`src/fltb_pkg.sv`:
```
// Shared constants and the request record passed from front to back of the flow table.
// No dependencies.
package fltb_pkg;

   localparam int BUCKETS_DEF = 256;
   localparam int WAYS_DEF    = 4;
   localparam int KEY_W       = 64;
   localparam int SESS_W      = 16;
   localparam int BKT_MAX_W   = 16;
   localparam int FIFO_DEPTH  = 2;

   localparam logic [31:0] JH_IV = 32'hdeadbef7;

   localparam logic OP_LOOKUP = 1'b0;
   localparam logic OP_INSERT = 1'b1;

   typedef struct packed {
      logic                 opcode;
      logic                 update_session;
      logic [SESS_W-1:0]    session_id;
      logic [KEY_W-1:0]     key;
      logic [BKT_MAX_W-1:0] bucket;
   } job_type;

endpackage

```
`src/fltb_fifo.sv`:
```
// Short queue of hashed requests between the front and back ends.
// Depends on fltb_pkg.
module fltb_fifo (
   input  logic              clock,
   input  logic              reset,
   input  logic              wr_valid,
   output logic              wr_ready,
   input  fltb_pkg::job_type wr_data,
   output logic              rd_valid,
   input  logic              rd_take,
   output fltb_pkg::job_type rd_data
);

   localparam int D   = fltb_pkg::FIFO_DEPTH;
   localparam int P_W = (D > 1) ? $clog2(D) : 1;
   localparam int C_W = $clog2(D + 1);

   fltb_pkg::job_type ent_ff [D];
   logic [P_W-1:0] wp_ff, wp_in, rp_ff, rp_in;
   logic [C_W-1:0] cnt_ff, cnt_in;
   logic           do_wr, do_rd;

   assign wr_ready = (cnt_ff != C_W'(D));
   assign rd_valid = (cnt_ff != '0);
   assign rd_data  = ent_ff[rp_ff];
   assign do_wr    = wr_valid && wr_ready;
   assign do_rd    = rd_take && rd_valid;

   always_comb begin
      wp_in  = wp_ff;
      rp_in  = rp_ff;
      cnt_in = cnt_ff;
      if (do_wr) begin
         wp_in = (wp_ff == P_W'(D - 1)) ? '0 : wp_ff + 1'b1;
      end
      if (do_rd) begin
         rp_in = (rp_ff == P_W'(D - 1)) ? '0 : rp_ff + 1'b1;
      end
      if (do_wr && !do_rd) begin
         cnt_in = cnt_ff + 1'b1;
      end else if (do_rd && !do_wr) begin
         cnt_in = cnt_ff - 1'b1;
      end
   end

   always_ff @(posedge clock) begin
      if (reset) begin
         wp_ff  <= '0;
         rp_ff  <= '0;
         cnt_ff <= '0;
      end else begin
         wp_ff  <= wp_in;
         rp_ff  <= rp_in;
         cnt_ff <= cnt_in;
      end
      if (do_wr) begin
         ent_ff[wp_ff] <= wr_data;
      end
   end

endmodule

```
`config.mk`:
```
export PLATFORM = sky130hd
export DESIGN_NAME = fltb_fifo
export DESIGN_NICKNAME = d
export VERILOG_FILES = /design/src/fltb_pkg.sv /design/src/fltb_fifo.sv
export SDC_FILE = /design/constraint.sdc
export NUM_CORES = 1
export LEC_CHECK = 0
export ABC_AREA = 1
export BUFFER_PORTS_ARGS = -buffer_cell sky130_fd_sc_hd__buf_2
export CAP_MARGIN = 20
export CORE_ASPECT_RATIO = 0.75
export CORE_UTILIZATION = 49
export CTS_BUF_LIST = sky130_fd_sc_hd__clkbuf_8
export CTS_CLUSTER_SIZE = 30
export DETAILED_ROUTE_END_ITERATION = 7
export PLACE_DENSITY = 0.88
export SYNTH_ARGS = -nofsm -noshare
export SYNTH_HDL_FRONTEND = slang
export SYNTH_SLANG_ARGS = --single-unit
```
`constraint.sdc`:
```
create_clock -name clock -period 5.32 [get_ports clock]
set_input_delay 1.064 -clock clock [delete_from_list [all_inputs] [get_ports clock]]
set_output_delay 1.064 -clock clock [all_outputs]
set_load 0.01 [all_outputs]
```
==> qor.yml, run 1 <==
outcome: "complete, no violations"
rsz0062_at_grt: "false"
core_sq_mm: 0.0146
dp_cells: 736
cts_max_level: 1
numPortBuffers: 201
mostFrequentLayoutCells: "201 x buf_2, 196 x edfxtp_1, 78 x mux2_2"
cts_tree: "built"
ys_ff_latch: 201
start_util: 0.506
yosysWarnings: 0
met1_length_microns: 5710
ant_nets: 0
post_drt_wl_per_cell_microns: 16.9
finalSetupViolations: 0
critPathKind: "register to primary output"
gp_congestion: 0.715
p_per_area_mw_per_mm2: 449
synth-edff-count: 196
final-instance-count-excl-fill: 787
areaGrowthSynthToFinish_pct: 23.7
final.min_clock_period_ps: 3650
cts.sinks: 201
layout_commonest_cell: "buf_2"
drt_iter0_markers: 159
grt_pass1_wl_microns: 19700
clockBufferDepth: 3
maxCapViolCount: 0
viasPerCell: 4.84
wl_met3_microns: 954
yosys.area.top_type_share: 0.797
synthFlopType: "edfxtp_1"
finClkSkew_ps: 12.1
cts_root_buf: "clkbuf_8"
grt_max_degree: 75
yosysTopAreaCell: "edfxtp_1"
ys_top_cells_by_area: "edfxtp_1 80%, mux2_2 12%, mux2_4 4.1%"
synth-seq-area-share: 0.811
syn_area_sq_mm: 0.00738
vdd.ir_drop.worst_mv: 0.271
top_layer: "met4"
slew_violations: 0
nets: 670
drc: 0
nFillCells: 1040
end_kind: "primary output"
antenna_found_initial: 0
dpl.hpwl_microns: 8760
hold_violations: 0
period_share: 0.687
tightest_slew_ps: 1070
start_kind: "register"
slew_headroom: 0.285
cts_hold_repair.buffers: 0
grt_overflow: 0
required_ps: 4260
rows: 38
die_area_sq_mm: 0.0156
synth_cell_type_count: 14
avgSynthCellArea_sq_um: 21.6
async_flop_share: 0
cp.arrival_ps: 2590
crit_fanout: 74
fmax_mhz: 274
hold-worst-slack_ps: 510
pin_count: 202
routed_wl_microns: 13300
antenna_cells: 0
wl_met2_microns: 6400
leakagePower_nw: 3.53
clk_latency_ps: 520
grt_pass1_vias: 3985
postCtsResizedCells: 0
die_h_microns: 108
vias: 3809
syn_inst: 342
clkTransAtPathRegs_ps: 60
hp-class: "register to register"
syn-num-nets: 445
dr.pass1.iters: 4
cts_setup_buffers: 0
grt_usage: 0.168
die_w_microns: 144
drive_gt1_frac: 0.574
cts_made_buffers: 29
[synthesized netlist by cell type, types with 2 or more instances]
| cell type | n |
|---|---|
| nand2_1 | 9 |
| buf_6 | 4 |
| o21ai_0 | 2 |
| a21oi_1 | 2 |
| nand3_1 | 2 |
| mux2_4 | 20 |
| dfxtp_1 | 5 |
| nor2_1 | 7 |
| inv_1 | 8 |
| mux2_2 | 78 |
| edfxtp_1 | 196 |
| buf_2 | 7 |
[final timing paths]
check / startpoint / endpoint / slack [ps] / cells after the start
worst max-delay path: register / rd_data[56] / 1670 / 3
worst min-delay path: rp_ff$_SDFFE_PP0P_ / rp_ff$_SDFFE_PP0P_ / 510 / 2
worst max register to register: cnt_ff[0]$_SDFFE_PP0P_ / ent_ff[1][1]$_DFFE_PP_ / 3020 / 5
worst min register to register: rp_ff$_SDFFE_PP0P_ / rp_ff$_SDFFE_PP0P_ / 510 / 2
[report_power, final]
part / leakage (nW) / internal [mW] / switching, mW
logic: 1.33 / 0.443 / 0.465
clock network: 0.322 / 0.551 / 0.519
registers: 1.87 / 2.00 / 0.118
total: 3.53 / 3.00 / 1.10
[cell type report]
type,count,area (sq um),share of cell area
repair buffers,205,1050,0.115
clock buffers,29,399,0.0437
inverters,8,30.0,0.00329
clock inverters,22,110,0.0121
flip-flops and latches,201,5990,0.656
multi-input cells,122,1300,0.143
well taps,200,250,0.0274
[flip-flops by register name, summed over array words and instances (netlist names), named ones only]
name and cells:
cnt_ff 2, rp_ff 1, ent_ff 196, wp_ff 1
[through the flow]
stage | total power, mW | area (sq um) | TNS (ps) | util | worst slack, ps
6_report | 4.10 | 9130 | 0 | 0.625 | 1670
5_1_grt | 4.30 | 9130 | 0 | 0.625 | 1500
4_1_cts | 4.15 | 9130 | 0 | 0.625 | 1570
3_5_place_dp | 3.08 | 8620 | 0 | 0.591 | 2140
3_3_place_gp | 3.03 | 8620 | 0 | 0.591 | 2200
2_1_floorplan | 2.74 | 7380 | -92310 | - | -471
[cell families (layout without fill, tap and decap cells)]
kind of cell	Yosys count	in the layout	synth area share
flops	201	201	0.811
mux	98	98	0.160
simple gates	19	19	0.0103
buf+inv	19	264	0.0149
compound gates	4	4	0.00271
fa+ha+maj	1	1	0.00169
[layer usage]
layer	global-route usage	vias to the layer above
li1	-	1788
met3	0.0509	28
met5	0	-
met1	0.205	1843
met2	0.289	150
met4	0.0517	0
[critical path, cell delays in order, from the launching register on]
cell	delay, ps
dfxtp_4	1040
buf_4	500
mux2_2	390
buf_2	140
Note: power is estimated with default switching activity, not from simulation.
==> inputs of run 2 (changes only) <==
Clock period 5.32 ns to 3.3 ns, I/O delays scaled along.
==> qor.yml, run 2 (same netlist as run 1, synthesis figures left out) <==
numPortBuffers: 201  # unchanged
vias: 3908  # +2.6%
dr.pass1.iters: 4  # unchanged
nets: 673  # +0.45%
die_area_sq_mm: 0.0156  # unchanged
pin_count: 202  # unchanged
seqPwrFrac: 0.501  # -0.017
rows: 38  # unchanged
outcome: "complete, no violations"
cts_setup_buffers: 0  # unchanged
switching_share: 0.274  # +0.00512
slew_violations: 0  # unchanged
critPathKind: "register to primary output"
final.min_clock_period_ps: 2880
power.total_mw: 6.74  # +64%
mostFrequentLayoutCells: "201 x buf_2, 196 x edfxtp_1, 78 x mux2_2"
drt_iter0_markers: 246  # +55%
drive_gt1_frac: 0.593  # +0.0187
tightest_slew_ps: 677  # -395 ps
cpPeakStageDelay_ps: 710  # -330 ps
areaGrowthSynthToFinish_pct: 24.2
start_kind: "register"
grt_pass1_wl_microns: 20700  # +5.4%
largest_reg_flops: 196  # unchanged
clk_latency_ps: 530  # about the same
postCtsResizedCells: 0  # unchanged
finalSetupTns_ps: 0  # unchanged
p_switching_mw: 1.85  # +67%
pwr-share-clk: 0.272  # +0.011
post_drt_wl_per_cell_microns: 17.9  # +5.9%
grt_pass1_vias: 4113  # +3.2%
cts_made_buffers: 30  # +3.4%
p_per_area_mw_per_mm2: 735  # +64%
drc: 0  # unchanged
die_w_microns: 144  # unchanged
dpl.hpwl_microns: 9600  # +9.5%
cts_tree: "built"
clkTransAtPathRegs_ps: 70  # about the same
cpMaxStageDelayCell: "dfxtp_4"
hp-class: "primary input to register"
nFillCells: 1059  # +1.8%
cts_hold_repair.buffers: 0  # unchanged
maxCapViolCount: 0  # unchanged
worst_slack_ps: 424  # -1240 ps
leakagePower_nw: 3.51  # -0.49%
finalSetupViolations: 0  # unchanged
period_share: 0.872
antenna_found_initial: 1  # +1
finClkSkew_ps: 7.41  # -4.65 ps
vdd.ir_drop.worst_mv: 0.384  # +42%
fmax_mhz: 348
p_int_mw: 4.89  # +63%
cp.arrival_ps: 2220  # -370 ps
path_buf_inv: 2  # unchanged
dp_slack_ps: 956  # -1180 ps
clockBufferDepth: 3  # unchanged
grt_overflow: 0  # unchanged
layout_commonest_cell: "buf_2"
gp_congestion: 0.734  # +2.6%
grt_max_degree: 50  # -33%
rsz0062_at_grt: "false"
grt_usage: 0.177  # +0.00892
hold_violations: 0  # unchanged
crit_fanout: 38  # -49%
slew_headroom: 0.549  # +0.264
ant_nets: 0  # unchanged
end_kind: "primary output"
regMostFlops: "ent_ff"
required_ps: 2640  # -1620 ps
top_regs: "ent_ff x196, cnt_ff x2"
start_util: 0.506  # unchanged
cts_max_level: 1  # unchanged
cts.sinks: 201  # unchanged
combPwrFrac: 0.228  # +0.007
critical_path.top_delay_family: "flip-flops"
core_sq_mm: 0.0146  # unchanged
viasPerCell: 4.95  # +2.3%
worstPathCellList: "buf_4 -> mux2_2 -> buf_2"
die_h_microns: 108  # unchanged
routed_wl_microns: 14100  # +6.1%
hold-worst-slack_ps: 320  # -189 ps
cts_root_buf: "clkbuf_8"
==> run 2: changes by cell type in the layout (fill, tap and decap cells not counted), sizes merged <==
| cell | change |
|---|---|
| buf | +2 |
| clkbuf | +2 |
| clkinv | +10 |
| diode | +2 |
| inv | -14 |
==> run 2: layout make-up <==
class | count | area (sq um) | share of cell area
sequential | 201 | 5990 | 0.653
antenna | 2 | 5.00 | 0.000546
timing repair buffer | 207 | 1060 | 0.116
clock inverter | 18 | 104 | 0.0113
tap | 200 | 250 | 0.0273
inverter | 8 | 30.0 | 0.00327
clock buffer | 31 | 427 | 0.0465
multi-input combinational | 122 | 1300 | 0.142
==> run 2: final timing paths <==
kind	from	slack, ps	cells past startpoint	to
setup / recovery	register	420	3	rd_data[82]
hold / removal	wr_data[51]	320	1	ent_ff[0][51]$_DFFE_PP_
hold reg to reg	rp_ff$_SDFFE_PP0P_	540	2	rp_ff$_SDFFE_PP0P_
setup reg to reg	cnt_ff[0]$_SDFFE_PP0P_	1480	5	ent_ff[0][5]$_DFFE_PP_
==> run 2: layer usage <==
layer | up-vias | track usage | share of wire
met1 | 1935 | 0.219 | 0.42
met5 | - | 0 | 0
met2 | 168 | 0.302 | 0.49
met4 | 0 | 0.0562 | 0.013
li1 | 1788 | - | -
met3 | 17 | 0.0509 | 0.077
==> run 2: power by group through the flow <==
stage	sequential (mW)	combinational, mW	clock [mW]
5_1_grt	3.41	1.66	1.98
3_5_place_dp	3.43	1.55	0
3_3_place_gp	3.41	1.50	0
2_1_floorplan	3.36	1.03	0
6_report	3.37	1.53	1.83
4_1_cts	3.38	1.56	1.88
==> run 2: through the flow <==
stage | utilization | instance area (sq um) | instances
2_1_floorplan | - | 7390 | 342
3_3_place_gp | 0.592 | 8640 | 738
3_5_place_dp | 0.592 | 8640 | 738
4_1_cts | 0.628 | 9170 | 787
5_1_grt | 0.628 | 9170 | 787
6_report | 0.628 | 9170 | 789
