`config.mk`:
```
export PLATFORM = sky130hd
export DESIGN_NAME = fltb_front
export DESIGN_NICKNAME = d
export VERILOG_FILES = /design/src/fltb_pkg.sv /design/src/fltb_front.sv
export SDC_FILE = /design/constraint.sdc
export NUM_CORES = 1
export LEC_CHECK = 0
export ABC_AREA = 0
export BUFFER_PORTS_ARGS = -buffer_cell sky130_fd_sc_hd__buf_2
export CAP_MARGIN = 20
export CORE_UTILIZATION = 54
export DETAILED_ROUTE_END_ITERATION = 7
export HOLD_SLACK_MARGIN = 0.12
export PLACE_DENSITY = 0.78
export SETUP_SLACK_MARGIN = 0.2
export SLEW_MARGIN = 20
export SYNTH_ARGS = -nofsm -noshare
export SYNTH_HDL_FRONTEND = slang
export SYNTH_SLANG_ARGS = --single-unit
```
`constraint.sdc`:
```
create_clock -name clock -period 7.3 [get_ports clock]
set_clock_uncertainty 0.1 [all_clocks]
set_input_delay 0.365 -clock clock [delete_from_list [all_inputs] [get_ports clock]]
set_output_delay 0.365 -clock clock [all_outputs]
set_load 0.005 [all_outputs]
```
`src/fltb_pkg.sv`:
```
// Shared constants and the request record passed from front to back of the flow table.
// No dependencies.
package fltb_pkg;

   localparam int BUCKETS_DEF = 256;
   localparam int WAYS_DEF    = 4;
   localparam int KEY_W       = 64;
   localparam int SESS_W      = 16;
   localparam int BKT_MAX_W   = 16;
   localparam int FIFO_DEPTH  = 2;

   localparam logic [31:0] JH_IV = 32'hdeadbef7;

   localparam logic OP_LOOKUP = 1'b0;
   localparam logic OP_INSERT = 1'b1;

   typedef struct packed {
      logic                 opcode;
      logic                 update_session;
      logic [SESS_W-1:0]    session_id;
      logic [KEY_W-1:0]     key;
      logic [BKT_MAX_W-1:0] bucket;
   } job_type;

endpackage

```
`src/fltb_front.sv`:
```
// Front end: accepts a request, forms the key and hashes it to a bucket step by step.
// Depends on fltb_pkg.
module fltb_front #(
   parameter int BUCKETS = fltb_pkg::BUCKETS_DEF
) (
   input  logic                      clock,
   input  logic                      reset,
   input  logic                      push,
   output logic                      full,
   input  logic                      req_opcode,
   input  logic [31:0]               req_src_addr,
   input  logic [31:0]               req_dst_addr,
   input  logic                      req_inbound,
   input  logic                      req_update_session,
   input  logic [fltb_pkg::SESS_W-1:0] req_session_id,
   input  logic                      clear_busy,
   output logic                      job_valid,
   input  logic                      job_ready,
   output fltb_pkg::job_type         job
);

   localparam int  BKT_W   = $clog2(BUCKETS);
   localparam int  R_W     = BKT_W + 1;
   localparam bit  IS_POW2 = (BUCKETS & (BUCKETS - 1)) == 0;
   localparam logic [31:0] RECIP = 32'((64'd1 << 32) / BUCKETS);
   localparam logic [31:0] BKT_C = 32'(BUCKETS);

   typedef enum logic [1:0] {F_IDLE, F_MIX, F_MOD, F_EMIT} state_type;

   function automatic logic [31:0] rotl(input logic [31:0] x, input int r);
      return (x << r) | (x >> (32 - r));
   endfunction

   state_type   state_ff, state_in;
   logic [31:0] a_ff, a_in, b_ff, b_in, c_ff, c_in;
   logic [4:0]  step_ff, step_in;
   logic [R_W-1:0] rem_ff, rem_in;
   logic [31:0] quo_ff, quo_in;
   logic [63:0] prod;
   logic [31:0] est;
   fltb_pkg::job_type job_ff, job_in;
   logic [31:0] ks, kd;
   logic        accept;
   logic [BKT_W-1:0] bkt;

   assign full      = (state_ff != F_IDLE) || clear_busy;
   assign accept    = push && !full;
   assign ks        = req_inbound ? req_dst_addr : req_src_addr;
   assign kd        = req_inbound ? req_src_addr : req_dst_addr;
   assign job_valid = (state_ff == F_EMIT);
   assign bkt       = IS_POW2 ? c_ff[BKT_W-1:0] : rem_ff[BKT_W-1:0];
   assign prod      = 64'(c_ff) * 64'(RECIP);
   assign est       = c_ff - quo_ff * BKT_C;

   always_comb begin
      job        = job_ff;
      job.bucket = fltb_pkg::BKT_MAX_W'(bkt);
   end

   always_comb begin
      state_in = state_ff;
      a_in     = a_ff;
      b_in     = b_ff;
      c_in     = c_ff;
      step_in  = step_ff;
      rem_in   = rem_ff;
      quo_in   = quo_ff;
      job_in   = job_ff;
      case (state_ff)
         F_IDLE: begin
            if (accept) begin
               job_in.opcode         = req_opcode;
               job_in.update_session = req_update_session;
               job_in.session_id     = req_session_id;
               job_in.key            = {ks, kd};
               job_in.bucket         = '0;
               a_in     = ks + fltb_pkg::JH_IV;
               b_in     = kd + fltb_pkg::JH_IV;
               c_in     = fltb_pkg::JH_IV;
               step_in  = '0;
               state_in = F_MIX;
            end
         end
         F_MIX: begin
            // One mixing round of the two-word hash per cycle.
            case (step_ff)
               5'd0:    c_in = (c_ff ^ b_ff) - rotl(b_ff, 14);
               5'd1:    a_in = (a_ff ^ c_ff) - rotl(c_ff, 11);
               5'd2:    b_in = (b_ff ^ a_ff) - rotl(a_ff, 25);
               5'd3:    c_in = (c_ff ^ b_ff) - rotl(b_ff, 16);
               5'd4:    a_in = (a_ff ^ c_ff) - rotl(c_ff, 4);
               5'd5:    b_in = (b_ff ^ a_ff) - rotl(a_ff, 14);
               default: c_in = (c_ff ^ b_ff) - rotl(b_ff, 24);
            endcase
            step_in = step_ff + 5'd1;
            if (step_ff == 5'd6) begin
               if (IS_POW2) begin
                  state_in = F_EMIT;
               end else begin
                  state_in = F_MOD;
                  step_in  = 5'd0;
                  rem_in   = '0;
               end
            end
         end
         F_MOD: begin
            // Remainder by the bucket count through a reciprocal. The quotient estimate is
            // at most one short, so a single conditional subtraction finishes it.
            case (step_ff)
               5'd0:    quo_in = prod[63:32];
               5'd1:    rem_in = est[R_W-1:0];
               default: begin
                  rem_in   = (rem_ff >= R_W'(BUCKETS)) ? rem_ff - R_W'(BUCKETS) : rem_ff;
                  state_in = F_EMIT;
               end
            endcase
            step_in = step_ff + 5'd1;
         end
         F_EMIT: begin
            if (job_ready) begin
               state_in = F_IDLE;
            end
         end
         default: state_in = F_IDLE;
      endcase
   end

   always_ff @(posedge clock) begin
      if (reset) begin
         state_ff <= F_IDLE;
      end else begin
         state_ff <= state_in;
      end
      a_ff    <= a_in;
      b_ff    <= b_in;
      c_ff    <= c_in;
      step_ff <= step_in;
      rem_ff  <= rem_in;
      quo_ff  <= quo_in;
      job_ff  <= job_in;
   end

endmodule

```
==> flow_metrics.py <==
metrics = {
    "timing": {
        "worst_pin_slew_ns": 1.11,
        "fmax_mhz": 188,
        "rsz0062_at_grt": "no",
        "slew_violations": 0,
        "layout_setup_ws_ns": 1.97,
        "fin_setup_tns_ns": 0,
        "finalCriticalPeriod_ns": 5.33,
        "max_slew_margin_pct": 26.0,
        "setup_violations": 0,
        "hold_viol": 0,
        "finalCritPeriodShare_pct": 73.0,
    },
    "worst_setup_path": {
        "cp.required_ns": 7.42,
        "crit_family": "simple AND/OR/NAND/NOR gates",
        "critPathLaunchType": "flip-flop",
        "critPathArrivalTime_ns": 5.45,
        "cp_common_cell": "nand2_1",
        "end_kind": "flip-flop",
        "critPathKind": "flip-flop to flip-flop",
        "cpMaxStageDelayCell": "and2_1",
        "slowest_delay_ns": 0.92,
        "crit_path_max_fanout": 33,
        "cp_num_buf_inv": 1,
        "path_cells": "nor3_2 -> and2_1 -> nor2_1 -> buf_4 -> nand2_1 -> nand2_1 -> ha_1 -> fa_1 -> nand2b_1 -> a21oi_1 -> o21ba_2 -> a21oi_2 -> o311ai_4 -> a41oi_2 -> a22oi_1 -> mux2_2",
    },
    "routing": {
        "drc": 0,
        "drt_first_pass_iters": 5,
        "routed_wl_mm": 54.4,
        "dr.first_iter.drc_count": 1521,
        "vias": 14400,
        "postRouteAntennaNets": 0,
        "wl_per_cell_um": 24.1,
        "via_per_inst": 6.38,
    },
    "synth": {
        "synth-edff-count": 183,
        "ys_warn_count": 0,
        "syn_avg_cell_area_sq_um": 9.74,
        "yosys_register_bits": 185,
        "yosysSeqAreaShare_pct": 33.5,
        "syn_inst": 1696,
        "synthArstFlopShare_pct": 0,
        "yosys_most_used_dff": "edfxtp_1",
        "synth_top_area_share_pct": 33.3,
        "synth_area_sq_um": 16500,
        "synth.distinct_cells": 100,
        "synth.area.top_cells": "edfxtp_1 (33%), ha_1 (8.2%), xor2_1 (6.9%)",
        "synth_top_area_cell": "edfxtp_1",
    },
    "layout": {
        "n_antenna_cell": 0,
        "drive_gt1_share_pct": 18.2,
        "final_core_util_pct": 61.9,
        "finalInstanceArea_sq_um": 18500,
        "area_growth_syn_to_layout_pct": 11.9,
        "stdcell_count": 2259,
        "nFillCells": 2427,
        "nNetsFinal": 2055,
    },
    "die": {
        "floorplan.rows": 63,
        "dieHeight_um": 177,
        "io-pin-count": 188,
        "die_x_um": 177,
        "initial_core_util_pct": 55.3,
        "core_sq_um": 29900,
        "die_area_sq_um": 31300,
    },
    "power": {
        "power_density_nw_per_um2": 552,
        "vdd_drop_max_uv": 227,
        "power_leakage_nw": 7.30,
    },
    "global_routing": {
        "grt_max_degree": 77,
        "grt_pass1_vias": 13900,
        "grt-ovfl-total": 0,
        "met1_usage_pct": 47.0,
        "antenna_found_initial": 0,
        "grtUsageMet2_pct": 55.8,
        "met3_usage_pct": 6.25,
        "grt.busiest_layer": "met2",
        "grt_use_total_pct": 35.0,
        "grt_pass1_wl_mm": 82.0,
    },
    "clock_tree": {
        "cts_setup_buffers": 0,
        "cts_tree": "done",
        "clk_path_buf_depth": 2,
        "numCtsBuffers": 17,
        "clk_latency_ns": 0.46,
        "clk_pin_slew_worst_paths_ns": 0.08,
        "h-tree-depth": 4,
        "cts-root-buf": "clkbuf_16",
        "cts_sinks": 185,
    },
    "flow_run": {
        "drv_cap": 0,
    },
    "place": {
        "place_hpwl_mm": 41.0,
        "place_area_sq_um": 17700,
        "place_inst": 2207,
        "gp_congestion": 1.02,
        "pre_cts_slack_ns": 2.03,
        "io_buffers": 179,
    },
    "status": {
        "status": "finished clean",
    },
    "min_path": {
        "hold_path.class": "input pin to flip-flop",
    },
}
[logic make-up after synthesis]
| kind of cell | after synthesis | share of synthesized area (%) |
|---|---|---|
| AO/OA/AOI/OAI | 470 | 19.7 |
| AND/OR/NAND/NOR | 424 | 12.8 |
| XOR/XNOR | 219 | 11.6 |
| flip-flops | 185 | 33.5 |
| multiplexers | 146 | 9.77 |
| buffers and inverters | 140 | 4.05 |
| adder cells (fa/ha/maj) | 111 | 8.54 |
| other | 1 | 0.0227 |
[cells in the mapped netlist (30+ instances only)]
| master | number |
|---|---|
| a21o_1 | 42 |
| a21oi_1 | 147 |
| a22o_1 | 30 |
| clkbuf_1 | 30 |
| edfxtp_1 | 183 |
| ha_1 | 108 |
| inv_1 | 63 |
| mux2_2 | 37 |
| mux2i_1 | 93 |
| nand2_1 | 125 |
| nand3_1 | 32 |
| nor2_1 | 110 |
| nor3_1 | 35 |
| o21ai_0 | 65 |
| xnor2_1 | 88 |
| xor2_1 | 131 |
[final timing paths]
check,start,to,slack (ns),depth (start not counted)
max,step_ff[2]$_SDFFCE_PN0P_,c_ff[30]$_SDFFCE_PN1P_,1.97,16
min,req_dst_addr[0],job[16]$_DFFE_PP_,0.15,2
max reg2reg,step_ff[2]$_SDFFCE_PN0P_,c_ff[30]$_SDFFCE_PN1P_,1.97,16
min reg2reg,state_ff[0]$_SDFFE_PP0P_,state_ff[0]$_SDFFE_PP0P_,0.47,2
[sequential cells by signal, summed over array words and instances, names as in the netlist]
signal    flops
job          82
a_ff         32
c_ff         32
step_ff       5
b_ff         32
state_ff      2
[layer usage]
layer	share of wire [%]	vias up
li1	-	6597
met1	42	6929
met2	46	763
met3	9.0	123
met4	3.5	0
met5	0	-
[area by class of cell]
cell class,instances,area [sq um],share of cell area (%)
flip-flops and latches,185,5540,29.9
repair buffers,207,1200,6.47
clock inverters,15,181,0.981
multi-input cells,1378,10400,56.3
clock buffers,17,425,2.30
well taps,390,488,2.64
inverters,67,251,1.36
[power by group]
| group | leakage [nW] | switching [W] | internal [W] | total [W] |
|---|---|---|---|---|
| clock network | 0.294 | 0.000495 | 0.000493 | 0.000987 |
| registers | 1.68 | 0.000658 | 0.00166 | 0.00231 |
| logic | 5.32 | 0.00409 | 0.00281 | 0.00690 |
| total | 7.30 | 0.00524 | 0.00496 | 0.0102 |
[cell usage in the layout (no fill, tap or decap), drive strengths merged, types with 6 or more instances in the layout]
| cell | n |
|---|---|
| nor2 | 111 |
| nor4 | 10 |
| mux2 | 40 |
| xnor2 | 88 |
| o211a | 6 |
| dlygate4sd3 | 19 |
| a21oi | 153 |
| o21a | 13 |
| nand2b | 15 |
| nor3 | 40 |
| nor2b | 13 |
| xor2 | 131 |
| clkbuf | 17 |
| o31ai | 14 |
| o21bai | 11 |
| and3 | 14 |
| a211o | 6 |
| clkinv | 7 |
| edfxtp | 183 |
| and2 | 12 |
| or3 | 7 |
| nor3b | 10 |
| a21o | 42 |
| o21ai | 88 |
| nand2 | 126 |
| a22o | 30 |
| a31oi | 19 |
| inv | 73 |
| o211ai | 15 |
| conb | 8 |
| buf | 188 |
| a211oi | 17 |
| nand4 | 9 |
| nand3 | 32 |
| ha | 108 |
| or2 | 7 |
| o22ai | 6 |
| mux2i | 106 |
| a221oi | 8 |
[metrics by stage]
stage | power [W] | hold WS, ns
final | 0.0102 | 0.152
after global placement | 0.00886 | 0.431
after global routing | 0.0109 | 0.149
after detailed placement | 0.00897 | 0.444
after CTS | 0.0100 | 0.136
after floorplan | 0.00719 | 0.334
[timing repair]
action	CTS	global route
hold endpoints to repair	20	0
hold buffers	19	0
resized for setup	0	0
(Power assumes the default switching activity.)
